==> config.mk <==
export PLATFORM = sky130hd
export DESIGN_NAME = fifo_with_remove_by_key
export DESIGN_NICKNAME = d
export VERILOG_FILES = /design/src/hw/rtl/fwrk_pkg.sv /design/src/hw/rtl/fwrk_cell.sv /design/src/hw/rtl/fifo_with_remove_by_key.sv
export SDC_FILE = /design/constraint.sdc
export NUM_CORES = 1
export LEC_CHECK = 0
export CORE_UTILIZATION = 40
export DETAILED_ROUTE_END_ITERATION = 8
export DONT_BUFFER_PORTS = 1
export PLACE_DENSITY = 0.66
export SLEW_MARGIN = 10
export SYNTH_ARGS = -nofsm -noshare
export SYNTH_HDL_FRONTEND = slang
export SYNTH_SLANG_ARGS = --single-unit
==> constraint.sdc <==
create_clock -name clk -period 3.3 [get_ports clk]
set_clock_uncertainty 0.1 [all_clocks]
set_input_delay 0.66 -clock clk [delete_from_list [all_inputs] [get_ports clk]]
set_output_delay 0.66 -clock clk [all_outputs]
set_load 0.005 [all_outputs]
==> src/hw/rtl/fwrk_pkg.sv <==
// Package for the FIFO with remove-by-key: sizes, operation and status codes,
// and the control bundle broadcast to every storage cell.
// No dependencies.
`timescale 1ns / 1ps

package fwrk_pkg;

	localparam int DEPTH      = 16;
	localparam int TOKEN_BITS = 16;
	localparam int CNT_W      = $clog2(DEPTH + 1);
	localparam int CAP_W      = 5;
	localparam int PADDR_W    = 3;
	localparam int PDATA_W    = 32;

	localparam logic [CAP_W-1:0] CAP_RESET = CAP_W'(16);

	localparam logic [1:0] OP_ENQ = 2'd0;
	localparam logic [1:0] OP_DEQ = 2'd1;
	localparam logic [1:0] OP_REM = 2'd2;

	localparam logic [1:0] ST_OK        = 2'd0;
	localparam logic [1:0] ST_FULL      = 2'd1;
	localparam logic [1:0] ST_EMPTY     = 2'd2;
	localparam logic [1:0] ST_NOT_FOUND = 2'd3;

	localparam logic [PADDR_W-3:0] REG_CAPACITY = '0;

	typedef struct packed {
		logic                  enq_ok;
		logic                  deq_ok;
		logic                  rem_req;
		logic [TOKEN_BITS-1:0] key;
		logic [CNT_W-1:0]      count;
	} cell_ctrl_t;

endpackage

==> src/hw/rtl/fwrk_cell.sv <==
// One storage cell of the queue chain: holds one token, compares it with the
// search key and takes its right neighbor's token when the queue closes up.
// Depends on fwrk_pkg.
`timescale 1ns / 1ps

module fwrk_cell import fwrk_pkg::*; (
	input  logic                  clk,
	input  cell_ctrl_t            ctrl,
	input  logic [CNT_W-1:0]      idx,
	input  logic [TOKEN_BITS-1:0] next_tok,
	input  logic                  hit_in,
	output logic                  hit_out,
	output logic [TOKEN_BITS-1:0] tok
);

	logic [TOKEN_BITS-1:0] tok_q;
	logic                  occupied;
	logic                  match;
	logic                  shift;
	logic                  load;

	assign occupied = idx < ctrl.count;
	assign match    = occupied && (tok_q == ctrl.key);
	// The hit flag ripples toward the rear, so only the oldest match and the
	// cells behind it see it set.
	assign hit_out  = hit_in | match;
	assign shift    = (ctrl.deq_ok && occupied) || (ctrl.rem_req && hit_out);
	assign load     = ctrl.enq_ok && (idx == ctrl.count);
	assign tok      = tok_q;

	always_ff @(posedge clk) begin
		if (load) begin
			tok_q <= ctrl.key;
		end else if (shift) begin
			tok_q <= next_tok;
		end
	end

endmodule

==> src/hw/rtl/fifo_with_remove_by_key.sv <==
// Top level of the FIFO with remove-by-key: chain of storage cells, entry
// count, capacity register on an APB port and a registered result stage.
// Depends on fwrk_pkg and fwrk_cell.
// The result of a request is registered and presented in the cycle after it is taken.
// Throughput: one request per cycle unless out_ready stalls; the match flag
// ripples through all cells in the same cycle, and the next request sees the
// updated chain. Reset clears the entry count, the result valid flag and sets
// capacity to 16; the cell tokens are not reset.
`timescale 1ns / 1ps

module fifo_with_remove_by_key import fwrk_pkg::*; (
	input  logic                  clk,
	input  logic                  arst_n,
	input  logic                  in_valid,
	output logic                  in_ready,
	input  logic [1:0]            operation,
	input  logic [TOKEN_BITS-1:0] token,
	output logic                  out_valid,
	input  logic                  out_ready,
	output logic [1:0]            status,
	output logic [TOKEN_BITS-1:0] token_out,
	output logic [CNT_W-1:0]      entry_count,
	input  logic                  psel,
	input  logic                  penable,
	input  logic                  pwrite,
	input  logic [PADDR_W-1:0]    paddr,
	input  logic [PDATA_W-1:0]    pwdata,
	output logic [PDATA_W-1:0]    prdata,
	output logic                  pready
);

	logic [CAP_W-1:0]      capacity_q;
	logic [CNT_W-1:0]      count_q;
	logic                  out_valid_q;
	logic [1:0]            status_q;
	logic [TOKEN_BITS-1:0] token_out_q;
	logic [CNT_W-1:0]      entry_count_q;

	logic                  take;
	logic [CNT_W-1:0]      limit;
	logic                  found;
	logic [1:0]            status_d;
	logic [TOKEN_BITS-1:0] token_out_d;
	logic [CNT_W-1:0]      count_d;
	cell_ctrl_t            ctrl;
	logic [DEPTH:0]        hit;
	logic [TOKEN_BITS-1:0] tok [DEPTH];

	assign pready = 1'b1;
	assign prdata = (paddr[PADDR_W-1:2] == REG_CAPACITY) ? PDATA_W'(capacity_q) : '0;

	always_ff @(posedge clk or negedge arst_n) begin
		if (!arst_n) begin
			capacity_q <= CAP_RESET;
		end else if (psel && penable && pwrite && pready
				&& (paddr[PADDR_W-1:2] == REG_CAPACITY)) begin
			capacity_q <= pwdata[CAP_W-1:0];
		end
	end

	assign limit    = (int'(capacity_q) > DEPTH) ? CNT_W'(DEPTH) : CNT_W'(capacity_q);
	assign in_ready = !out_valid_q || out_ready;
	assign take     = in_valid && in_ready;

	always_comb begin
		ctrl.enq_ok  = take && (operation == OP_ENQ) && (count_q < limit);
		ctrl.deq_ok  = take && (operation == OP_DEQ) && (count_q != '0);
		ctrl.rem_req = take && (operation == OP_REM);
		ctrl.key     = token;
		ctrl.count   = count_q;
	end

	assign hit[0] = 1'b0;
	assign found  = hit[DEPTH];

	for (genvar i = 0; i < DEPTH; i++) begin : g_cell
		fwrk_cell u_cell (
			.clk      (clk),
			.ctrl     (ctrl),
			.idx      (CNT_W'(i)),
			.next_tok ((i + 1 < DEPTH) ? tok[(i + 1) % DEPTH] : tok[i]),
			.hit_in   (hit[i]),
			.hit_out  (hit[i+1]),
			.tok      (tok[i])
		);
	end

	always_comb begin
		status_d    = ST_OK;
		token_out_d = '0;
		count_d     = count_q;
		case (operation)
			OP_ENQ: begin
				if (ctrl.enq_ok) begin
					count_d = count_q + CNT_W'(1);
				end else begin
					status_d = ST_FULL;
				end
			end
			OP_DEQ: begin
				if (ctrl.deq_ok) begin
					token_out_d = tok[0];
					count_d     = count_q - CNT_W'(1);
				end else begin
					status_d = ST_EMPTY;
				end
			end
			OP_REM: begin
				if (found) begin
					count_d = count_q - CNT_W'(1);
				end else begin
					status_d = ST_NOT_FOUND;
				end
			end
			default: begin
				status_d = ST_OK;
			end
		endcase
	end

	always_ff @(posedge clk or negedge arst_n) begin
		if (!arst_n) begin
			count_q     <= '0;
			out_valid_q <= 1'b0;
		end else begin
			if (take) begin
				count_q     <= count_d;
				out_valid_q <= 1'b1;
			end else if (out_ready) begin
				out_valid_q <= 1'b0;
			end
		end
	end

	always_ff @(posedge clk) begin
		if (take) begin
			status_q      <= status_d;
			token_out_q   <= token_out_d;
			entry_count_q <= count_d;
		end
	end

	assign out_valid   = out_valid_q;
	assign status      = status_q;
	assign token_out   = token_out_q;
	assign entry_count = entry_count_q;

	a_count_bound: assert property (@(posedge clk) disable iff (!arst_n)
		int'(count_q) <= DEPTH)
		else $error("entry count exceeds queue depth");

	a_ready_when_empty: assert property (@(posedge clk) disable iff (!arst_n)
		!out_valid_q |-> in_ready)
		else $error("request refused with result stage empty");

	a_enq_count: assert property (@(posedge clk) disable iff (!arst_n)
		ctrl.enq_ok |=> (count_q == $past(count_q) + CNT_W'(1)) && (status_q == ST_OK))
		else $error("accepted enqueue did not raise the count");

	a_deq_empty: assert property (@(posedge clk) disable iff (!arst_n)
		(take && (operation == OP_DEQ) && (count_q == '0))
		|=> (status_q == ST_EMPTY) && (token_out_q == '0) && (count_q == '0))
		else $error("dequeue on empty queue changed state or reported a token");

	a_rem_miss: assert property (@(posedge clk) disable iff (!arst_n)
		(ctrl.rem_req && !found) |=> $stable(count_q) && (status_q == ST_NOT_FOUND))
		else $error("missed removal changed the count");

endmodule

==> results of run 1 <==
worst paths after layout:
check                         startpoint                        to  slack [ns]  depth (start not counted)
max                           count_q[4]   g_cell[7].u_cell.tok[0]        0.20                          7
min                             token[5]  g_cell[15].u_cell.tok[5]        0.08                          0
max reg2reg                   count_q[4]   g_cell[7].u_cell.tok[0]        0.20                          7
min reg2reg                capacity_q[3]             capacity_q[3]        0.44                          1
max in group asynchronous         arst_n                count_q[2]        2.30                          1
min in group asynchronous         arst_n             capacity_q[1]        0.41                          1
through the flow:
| step | cells | setup TNS [ns] |
|---|---|---|
| after floorplan | 1397 | -6.56 |
| after global placement | 1911 | 0 |
| after detailed placement | 1911 | 0 |
| after CTS | 1968 | 0 |
| after global routing | 1968 | 0 |
| final | 1968 | 0 |
state kept, by name (all words and copies together) (netlist names):
register / flops
entry_count: 5
token_out: 16
g_cell.u_cell.tok: 256
out_valid: 1
capacity_q: 5
status: 2
count_q: 5
critical path, delay by kind of cell (launching register included):
kind	cells	cell delay, ns
simple gates	3	1.01
compound gates	3	0.79
flops	1	0.61
buf+inv	1	0.23
power by group:
part | internal, mW | total [mW] | switching [mW]
Sequential | 4.17 | 4.29 | 0.124
Clock | 2.02 | 3.45 | 1.43
Combinational | 0.439 | 1.05 | 0.614
Total | 6.63 | 8.80 | 2.17
final cells by class:
| type | count | area, um^2 | share of cell area [%] |
|---|---|---|---|
| timing repair buffer | 62 | 480 | 2.56 |
| tap | 585 | 732 | 3.90 |
| inverter | 8 | 30.0 | 0.160 |
| sequential | 290 | 8650 | 46.1 |
| clock buffer | 37 | 798 | 4.25 |
| clock inverter | 19 | 193 | 1.03 |
| multi-input combinational | 967 | 7890 | 42.0 |
timing repair:
action,4_1_cts,5_1_grt
setup buffers,0,0
hold buffers,1,0
endpoints found under the hold margin,11,0
logic make-up (layout without fill, tap and decap cells):
| logic type | after synthesis | count (layout) | synth area share [%] |
|---|---|---|---|
| multiplexers | 247 | 247 | 15.9 |
| adder cells (fa/ha/maj) | 9 | 9 | 0.645 |
| buffers and inverters | 140 | 126 | 5.93 |
| AND/OR/NAND/NOR | 333 | 333 | 11.2 |
| XOR/XNOR | 261 | 261 | 13.1 |
| other | 2 | 28 | 0.0430 |
| flip-flops | 290 | 290 | 49.6 |
| AO/OA/AOI/OAI | 89 | 89 | 3.59 |
layer usage:
metal	vias up	track usage, %
met5	-	0
met4	0	4.82
met3	72	2.62
met2	290	30.6
met1	5430	24.4
li1	5032	-
cells in the final DEF (no fill, tap or decap), types with 21 or more instances in the layout:
cell type / n
clkbuf_16: 31
edfxtp_1: 279
xnor2_1: 38
nor2_1: 48
conb_1: 28
mux2_2: 245
and2_1: 21
buf_4: 60
nand3_1: 39
nor4_1: 84
xor2_1: 222
nand2_1: 43
==> impl_results.md, run 1 <==
* Crit Path Max Fanout at 16
* Layout cell share with drive strength beyond 1 at 26.8%
* Boundary pin count at 118
* GRT Util Overall at 18.2%
* Core area at 43,100 um^2
* Register area share after synthesis at 49.6%
* Buffers on Ports at 0
* Critical Path AT at 3.24 ns
* Cells along the critical path: or3_1 -> nor2_2 -> o32ai_4 -> nor4_4 -> buf_4 -> o31ai_1 -> a211o_1
* Cell taking the most area after synthesis: edfxtp_1
* Pin count of the biggest net entering global routing at 34
* Pwr/cell area at 468 nW/um^2
* Critical path required time at 3.44 ns
* Maximum vdd drop at 0.365 mV
* Avg Inst Size Synth at 12.7 um^2
* Tmin final at 3.10 ns
* Root buf cell: clkbuf_16
* M1 WL at 18,200 um
* Final worst path period share at 93.9%
* Hold_ws at 0.0769 ns
* Commonest cells in the netlist: edfxtp_1, mux2_2, xor2_1
* Post-synth EDFFs at 279
* N_diodes at 0
* Vias/cell at 5.50
* CTS max path bufs at 3
* Post-Route WL at 40,200 um
* H-tree depth at 1
* Synthesized netlist cell count at 1,371
* Clk slew on worst S/H paths at 0.06 ns
* Startpoint Class: flop
* Vias at 10,800
* DR WL met3 at 1710 um
* DR iter-0 viols at 758
* Initial core utilization at 40.5%
* Setup crit end kind: flop
* Core Util, Final at 43.6%
* Pleak at 6.35 nW
* Synth warn at 0
* Pre-Repair DR Iteration Count at 5
* Final setup margin at 0.203 ns
* Top-count cell post-synth: edfxtp_1
* Post-synth top area share at 48.0%
* Total power at 8.80 mW
* Fmax at 0.323 GHz
* Ys async rst share at 3.79%
* CP peak stage delay at 0.61 ns
* Hold crit path type: input pin to flop
* Critical path type: flop to flop
* Metal2 WL at 19,500 um
* Initial antenna violation count at 1
* RSZ-0062 raised after global routing: false
* DP Wirelength at 28,300 um
* Slew @ Worst Pin at 0.644 ns
* WL/cell at 20.4 um
* Worst path slowest cell: dfrtp_1
* Pre-CTS WS at 0.194 ns
* Final Wtd Congestion at 0.899
* DRC at 0
* Overflow after GRT at 0
* Final instance area at 18,800 um^2
* Max Cap Viol at 0
* Row cnt at 76
* Number of global-route vias before repair at 11,100
* Area delta synth->final at 7.58%
* Top Metal Used: met4
* Top cells by area, synth: edfxtp_1, mux2_2, xor2_1, nor4_1, xnor2_1
* ANT nets after route at 0
* Final-report hold violation count at 0
* Net count of the finished layout at 1,429
* Die Height at 211 um
* Skew-Pair Late Insertion Delay at 0.58 ns
* Status: complete, no violations
* CTS tree: built
* Top_reg_cell synth: edfxtp_1
* Count of pins over their slew limit at 0
* First-pass GRT wire length at 63,600 um
* Post-synthesis sequential element count at 290
* Final setup violation count at 0
* Post-DP Area at 17,800 um^2
* TritonCTS buffer count at 31
* Num Clock Sinks at 290
* Fillcell total at 3,876
* Synth cell types at 78
* Die ar. at 44,500 um^2
* Post-Syn Area at 17,500 um^2
* Post-cts sizing count at 0
* Die Wd at 211 um
* Max-slew headroom at 56.7%
(Power assumes the default switching activity.)
==> inputs of run 2 (changes only) <==
--- a/config.mk
+++ b/config.mk
@@ -5,6 +5,7 @@
 export SDC_FILE = /design/constraint.sdc
 export NUM_CORES = 1
 export LEC_CHECK = 0
+export CORE_MARGIN = 2
 export CORE_UTILIZATION = 40
 export DETAILED_ROUTE_END_ITERATION = 8
 export DONT_BUFFER_PORTS = 1
==> run 2 against run 1 <==
Clock power down 3%. Critical path type unchanged. Combinational power about the same. Die area up 1.9%. Highest routed layer unchanged.
==> impl_results.md, run 2 (synthesized netlist as in run 1, its figures left out) <==
* Final setup violation count at 0
* Critical Path AT at 3.27 ns
* ANT nets after route at 0
* CP dominant cell by count: buf_4
* Area delta synth->final at 7.39%
* Pre-Repair DR Iteration Count at 5
* Final worst path period share at 92.8%
* Post-DP Area at 17,800 um^2
* DRC at 0
* Max reg flops at 256
* Crit Path Max Fanout at 17
* Pleak at 6.33 nW
* Row cnt at 76
* Initial antenna violation count at 1
* H-tree depth at 1
* Num Clock Sinks at 290
* Core Util, Final at 43.5%
* Final-report hold violation count at 0
* Fillcell total at 3,928
* Worst path slowest cell: dfrtp_1
* Commonest non-fill, non-tap cell in the layout: edfxtp_1
* First-pass GRT wire length at 62,900 um
* Crit path depth at 9
* Hold crit path type: input pin to flop
* Max Cap Viol at 0
* GRT Util Overall at 17.8%
* Fmax at 0.327 GHz
* Maximum vdd drop at 0.505 mV
* Vias at 10,800
* Most frequent cells in the layout: edfxtp_1, mux2_2, xor2_1
* Final instance area at 18,700 um^2
* Buffers on Ports at 0
* Root buf cell: clkbuf_16
* Postcts setup bufs at 0
* CTS max path bufs at 3
* Critical path type: flop to flop
* Overflow after GRT at 0
* Vias/cell at 5.48
* Clk slew on worst S/H paths at 0.06 ns
* Critical path required time at 3.51 ns
* RSZ-0062 raised after global routing: false
* Startpoint Class: flop
* CTS tree: built
* Status: complete, no violations
* WL/cell at 20.5 um
* Pwr/cell area at 465 nW/um^2
* Hold_ws at 0.0974 ns
* Net count of the finished layout at 1,425
* Boundary pin count at 118
* CP peak stage delay at 0.68 ns
* Count of pins over their slew limit at 0
* Pin count of the biggest net entering global routing at 34
* Setup total negative slack at 0 ns
* DR iter-0 viols at 760
* Initial core utilization at 40.5%
* TritonCTS buffer count at 30
* N_diodes at 0
* Die Height at 213 um
* Critical path's top delay family: flip-flops
* Layout cell share with drive strength beyond 1 at 26.8%
* Number of global-route vias before repair at 11,000
* Hold Path Depth at 0
* Final Wtd Congestion at 0.894
* Post-Route WL at 40,300 um
* Slew @ Worst Pin at 0.689 ns
* Tmin final at 3.06 ns
* Die ar. at 45,300 um^2
* Die Wd at 213 um
* Max-slew headroom at 54.0%
* Cells along the critical path: buf_4 -> ha_1 -> o21ai_0 -> o211a_1 -> buf_4 -> and2_1 -> and3_1 -> buf_4 -> mux2_2
* Critical path buffer and inverter count at 3
* Path depth of the worst reg2reg path at 9
* Setup crit end kind: flop
* Skew-Pair Late Insertion Delay at 0.57 ns
* DP Wirelength at 28,200 um
* Core area at 43,100 um^2
run 2: cell count changes in the layout (fill, tap and decap cells not counted), moves of 2 or more:
cell,delta
bufinv_16,-2
clkbuf_8,+3
buf_4,-4
clkinv_1,-2
run 2: stage by stage:
| step | power, mW | setup slack (ns) | cells |
|---|---|---|---|
| floorplan | 5.23 | -0.209 | 1397 |
| global placement | 5.38 | 0.238 | 1908 |
| detailed placement | 5.40 | 0.161 | 1908 |
| CTS | 8.76 | 0.139 | 1964 |
| global route | 9.02 | 0.00242 | 1964 |
| finish | 8.71 | 0.239 | 1964 |
run 2: cell type report:
class	count	area, um^2	area share (%)
inverter	8	30.0	0.160
sequential	290	8660	46.2
tap	585	732	3.90
clock buffer	39	836	4.46
multi-input combinational	967	7890	42.1
timing repair buffer	59	470	2.51
clock inverter	16	130	0.694
run 2: path summary, 6_finish.rpt:
kind | start | endpoint | slack [ns]
setup / recovery | count_q[3] | g_cell[11].u_cell.tok[11] | 0.24
hold / removal | token[15] | g_cell[15].u_cell.tok[15] | 0.1
setup reg to reg | count_q[3] | g_cell[11].u_cell.tok[11] | 0.24
hold reg to reg | capacity_q[3] | capacity_q[3] | 0.43
max in group asynchronous | arst_n | count_q[2] | 2.32
min in group asynchronous | arst_n | count_q[1] | 0.40
run 2: repair_timing:
item                                    CTS  global route
hold endpoints to repair                 11             0
hold buffers                              1             0
endpoints found under the setup margin    0             4
resized for setup                         0             1
run 2: routing by layer:
metal	share of wire, %	vias up	global-route usage [%]
li1	-	5037	-
met1	44	5351	23.9
met2	48	314	29.9
met3	5.7	57	3.12
met4	2.0	0	4.46
met5	0	-	0
run 2: where the power goes:
| part | total (mW) | switching [mW] | internal (mW) |
|---|---|---|---|
| Combinational | 1.07 | 0.628 | 0.441 |
| Clock | 3.36 | 1.43 | 1.93 |
| Sequential | 4.28 | 0.117 | 4.17 |
run 2: worst register-to-register path: cells and delay by family (launching register included):
family          cells  cell delay, ns
compound gates      2            0.35
fa+ha+maj           1            0.22
buf+inv             3            0.64
flops               1            0.68
mux                 1            0.38
simple gates        2            0.45
==> inputs of run 3 (changes only) <==
--- a/config.mk
+++ b/config.mk
@@ -5,6 +5,7 @@
 export SDC_FILE = /design/constraint.sdc
 export NUM_CORES = 1
 export LEC_CHECK = 0
+export CORE_ASPECT_RATIO = 1.2
 export CORE_MARGIN = 2
 export CORE_UTILIZATION = 40
 export DETAILED_ROUTE_END_ITERATION = 8
@@ -14,3 +15,4 @@
 export SYNTH_ARGS = -nofsm -noshare
 export SYNTH_HDL_FRONTEND = slang
 export SYNTH_SLANG_ARGS = --single-unit
+export TNS_END_PERCENT = 1
==> run 3 against run 2 <==
Maximum frequency is 0.40% lower. Cell count decreased by 1.7%. Critical path type unchanged. Critical endpoint is now entry_count[1]. Sequential power about the same.
==> impl_results.md, run 3 (synthesized netlist as in run 1, its figures left out) <==
* Slew @ Worst Pin at 0.630 ns
* Crit Path Max Fanout at 13
* Critical path buffer and inverter count at 1
* Count of pins over their slew limit at 0
* Setup crit end kind: flop
* DRC at 0
* Final Wtd Congestion at 0.903
* Die ar. at 45,300 um^2
* RSZ-0062 raised after global routing: false
* Hold crit path type: input pin to flop
* CTS tree: built
* Total power at 8.90 mW
* Initial antenna violation count at 0
* Core area at 42,900 um^2
* GRT Util Overall at 18.7%
* Vias at 11,000
* CTS max path bufs at 3
* Layout cell share with drive strength beyond 1 at 27.0%
* Status: complete, no violations
* Most frequent cells in the layout: edfxtp_1, mux2_2, xor2_1
* Root buf cell: clkbuf_16
* Final-report hold violation count at 0
* Startpoint Class: flop
* H-tree depth at 1
* Post-Route WL at 42,800 um
* Buffers on Ports at 0
* Net count of the finished layout at 1,424
* Commonest non-fill, non-tap cell in the layout: edfxtp_1
* Boundary pin count at 118
* Vias/cell at 5.70
* Die Wd at 195 um
* Critical path required time at 3.50 ns
* Maximum vdd drop at 0.359 mV
* Fillcell total at 3,865
* Tmin final at 3.07 ns
* Fmax at 0.325 GHz
* Skew-Pair Late Insertion Delay at 0.59 ns
* Overflow after GRT at 0
* First-pass GRT wire length at 65,900 um
* Area delta synth->final at 7.92%
* Pleak at 6.35 nW
* Final worst path period share at 93.1%
* Critical path's top delay family: simple AND/OR/NAND/NOR gates
* Postcts setup bufs at 0
* Max Cap Viol at 0
* Clk slew on worst S/H paths at 0.06 ns
* Pin count of the biggest net entering global routing at 34
* Pre-Repair DR Iteration Count at 5
* Setup total negative slack at 0 ns
* Final setup violation count at 0
* Row cnt at 83
* DR iter-0 viols at 960
* WL/cell at 22.2 um
* Num Clock Sinks at 290
* Die Height at 233 um
* Cells along the critical path: nor3_4 -> o21ai_1 -> nand2_1 -> o22ai_2 -> nor4_4 -> buf_4 -> nand3_2 -> nor3b_1 -> a211oi_1
* CP peak stage delay at 0.61 ns
* Initial core utilization at 40.7%
* Worst path slowest cell: dfrtp_1
* Critical path type: flop to flop
* N_diodes at 0
* Number of global-route vias before repair at 11,600
* Pwr/cell area at 472 nW/um^2
* Critical Path AT at 3.27 ns
* Max-slew headroom at 58.0%
* ANT nets after route at 0
* TritonCTS buffer count at 30
* DP Wirelength at 29,500 um
* Max reg flops at 256
[run 3: worst paths after layout]
check	start	cells past startpoint	slack, ns	end
setup / recovery	count_q[4]	9	0.23	entry_count[1]
hold / removal	token[13]	0	0.07	g_cell[15].u_cell.tok[13]
setup reg to reg	count_q[4]	9	0.23	entry_count[1]
hold reg to reg	capacity_q[0]	1	0.44	capacity_q[0]
max in group asynchronous	arst_n	1	2.30	count_q[1]
min in group asynchronous	arst_n	1	0.40	count_q[4]
[run 3: area by class of cell]
class	instances	area, um^2	share of cell area [%]
flip-flops and latches	290	8660	45.9
multi-input cells	967	7890	41.9
repair buffers	58	563	2.99
clock inverters	22	251	1.33
clock buffers	33	762	4.04
inverters	8	30.0	0.159
well taps	552	691	3.67
[run 3: metal layers]
metal | up-vias | global-route usage [%] | wire [um]
met5 | - | 0 | 0
met4 | 0 | 8.10 | 1670
met3 | 107 | 2.88 | 2210
met2 | 430 | 34.1 | 21600
met1 | 5454 | 21.6 | 17300
li1 | 5001 | - | -
[run 3: through the flow]
stage                     utilization, %  setup slack [ns]  cells  hold slack, ns  instance area [um^2]
final                               43.9             0.227   1930          0.0651                 18800
after global routing                43.9            0.0235   1930          0.0440                 18800
after CTS                           43.9            0.0517   1930          0.0466                 18800
after detailed placement            41.5            0.0724   1874           0.265                 17800
after global placement              41.5             0.140   1874           0.265                 17800
after floorplan                        -            -0.209   1397           0.264                 17600
[run 3: report_power, final]
| group | leakage [nW] | internal [mW] | switching (mW) |
|---|---|---|---|
| clock network | 0.488 | 2.06 | 1.48 |
| logic | 3.20 | 0.445 | 0.636 |
| registers | 2.67 | 4.16 | 0.119 |
[run 3: what timing repair did]
item,CTS,global route
hold endpoints to repair,11,0
gates resized for setup,0,5
setup endpoints to repair,0,44
hold buffers,1,0
[run 3: worst reg2reg max path, stage by stage (launching register included)]
cell      delay (ns)
dfrtp_1         0.61
nor3_4          0.34
o21ai_1         0.23
nand2_1         0.12
o22ai_2         0.15
nor4_4          0.45
buf_4           0.23
nand3_2         0.16
nor3b_1         0.32
a211oi_1        0.09
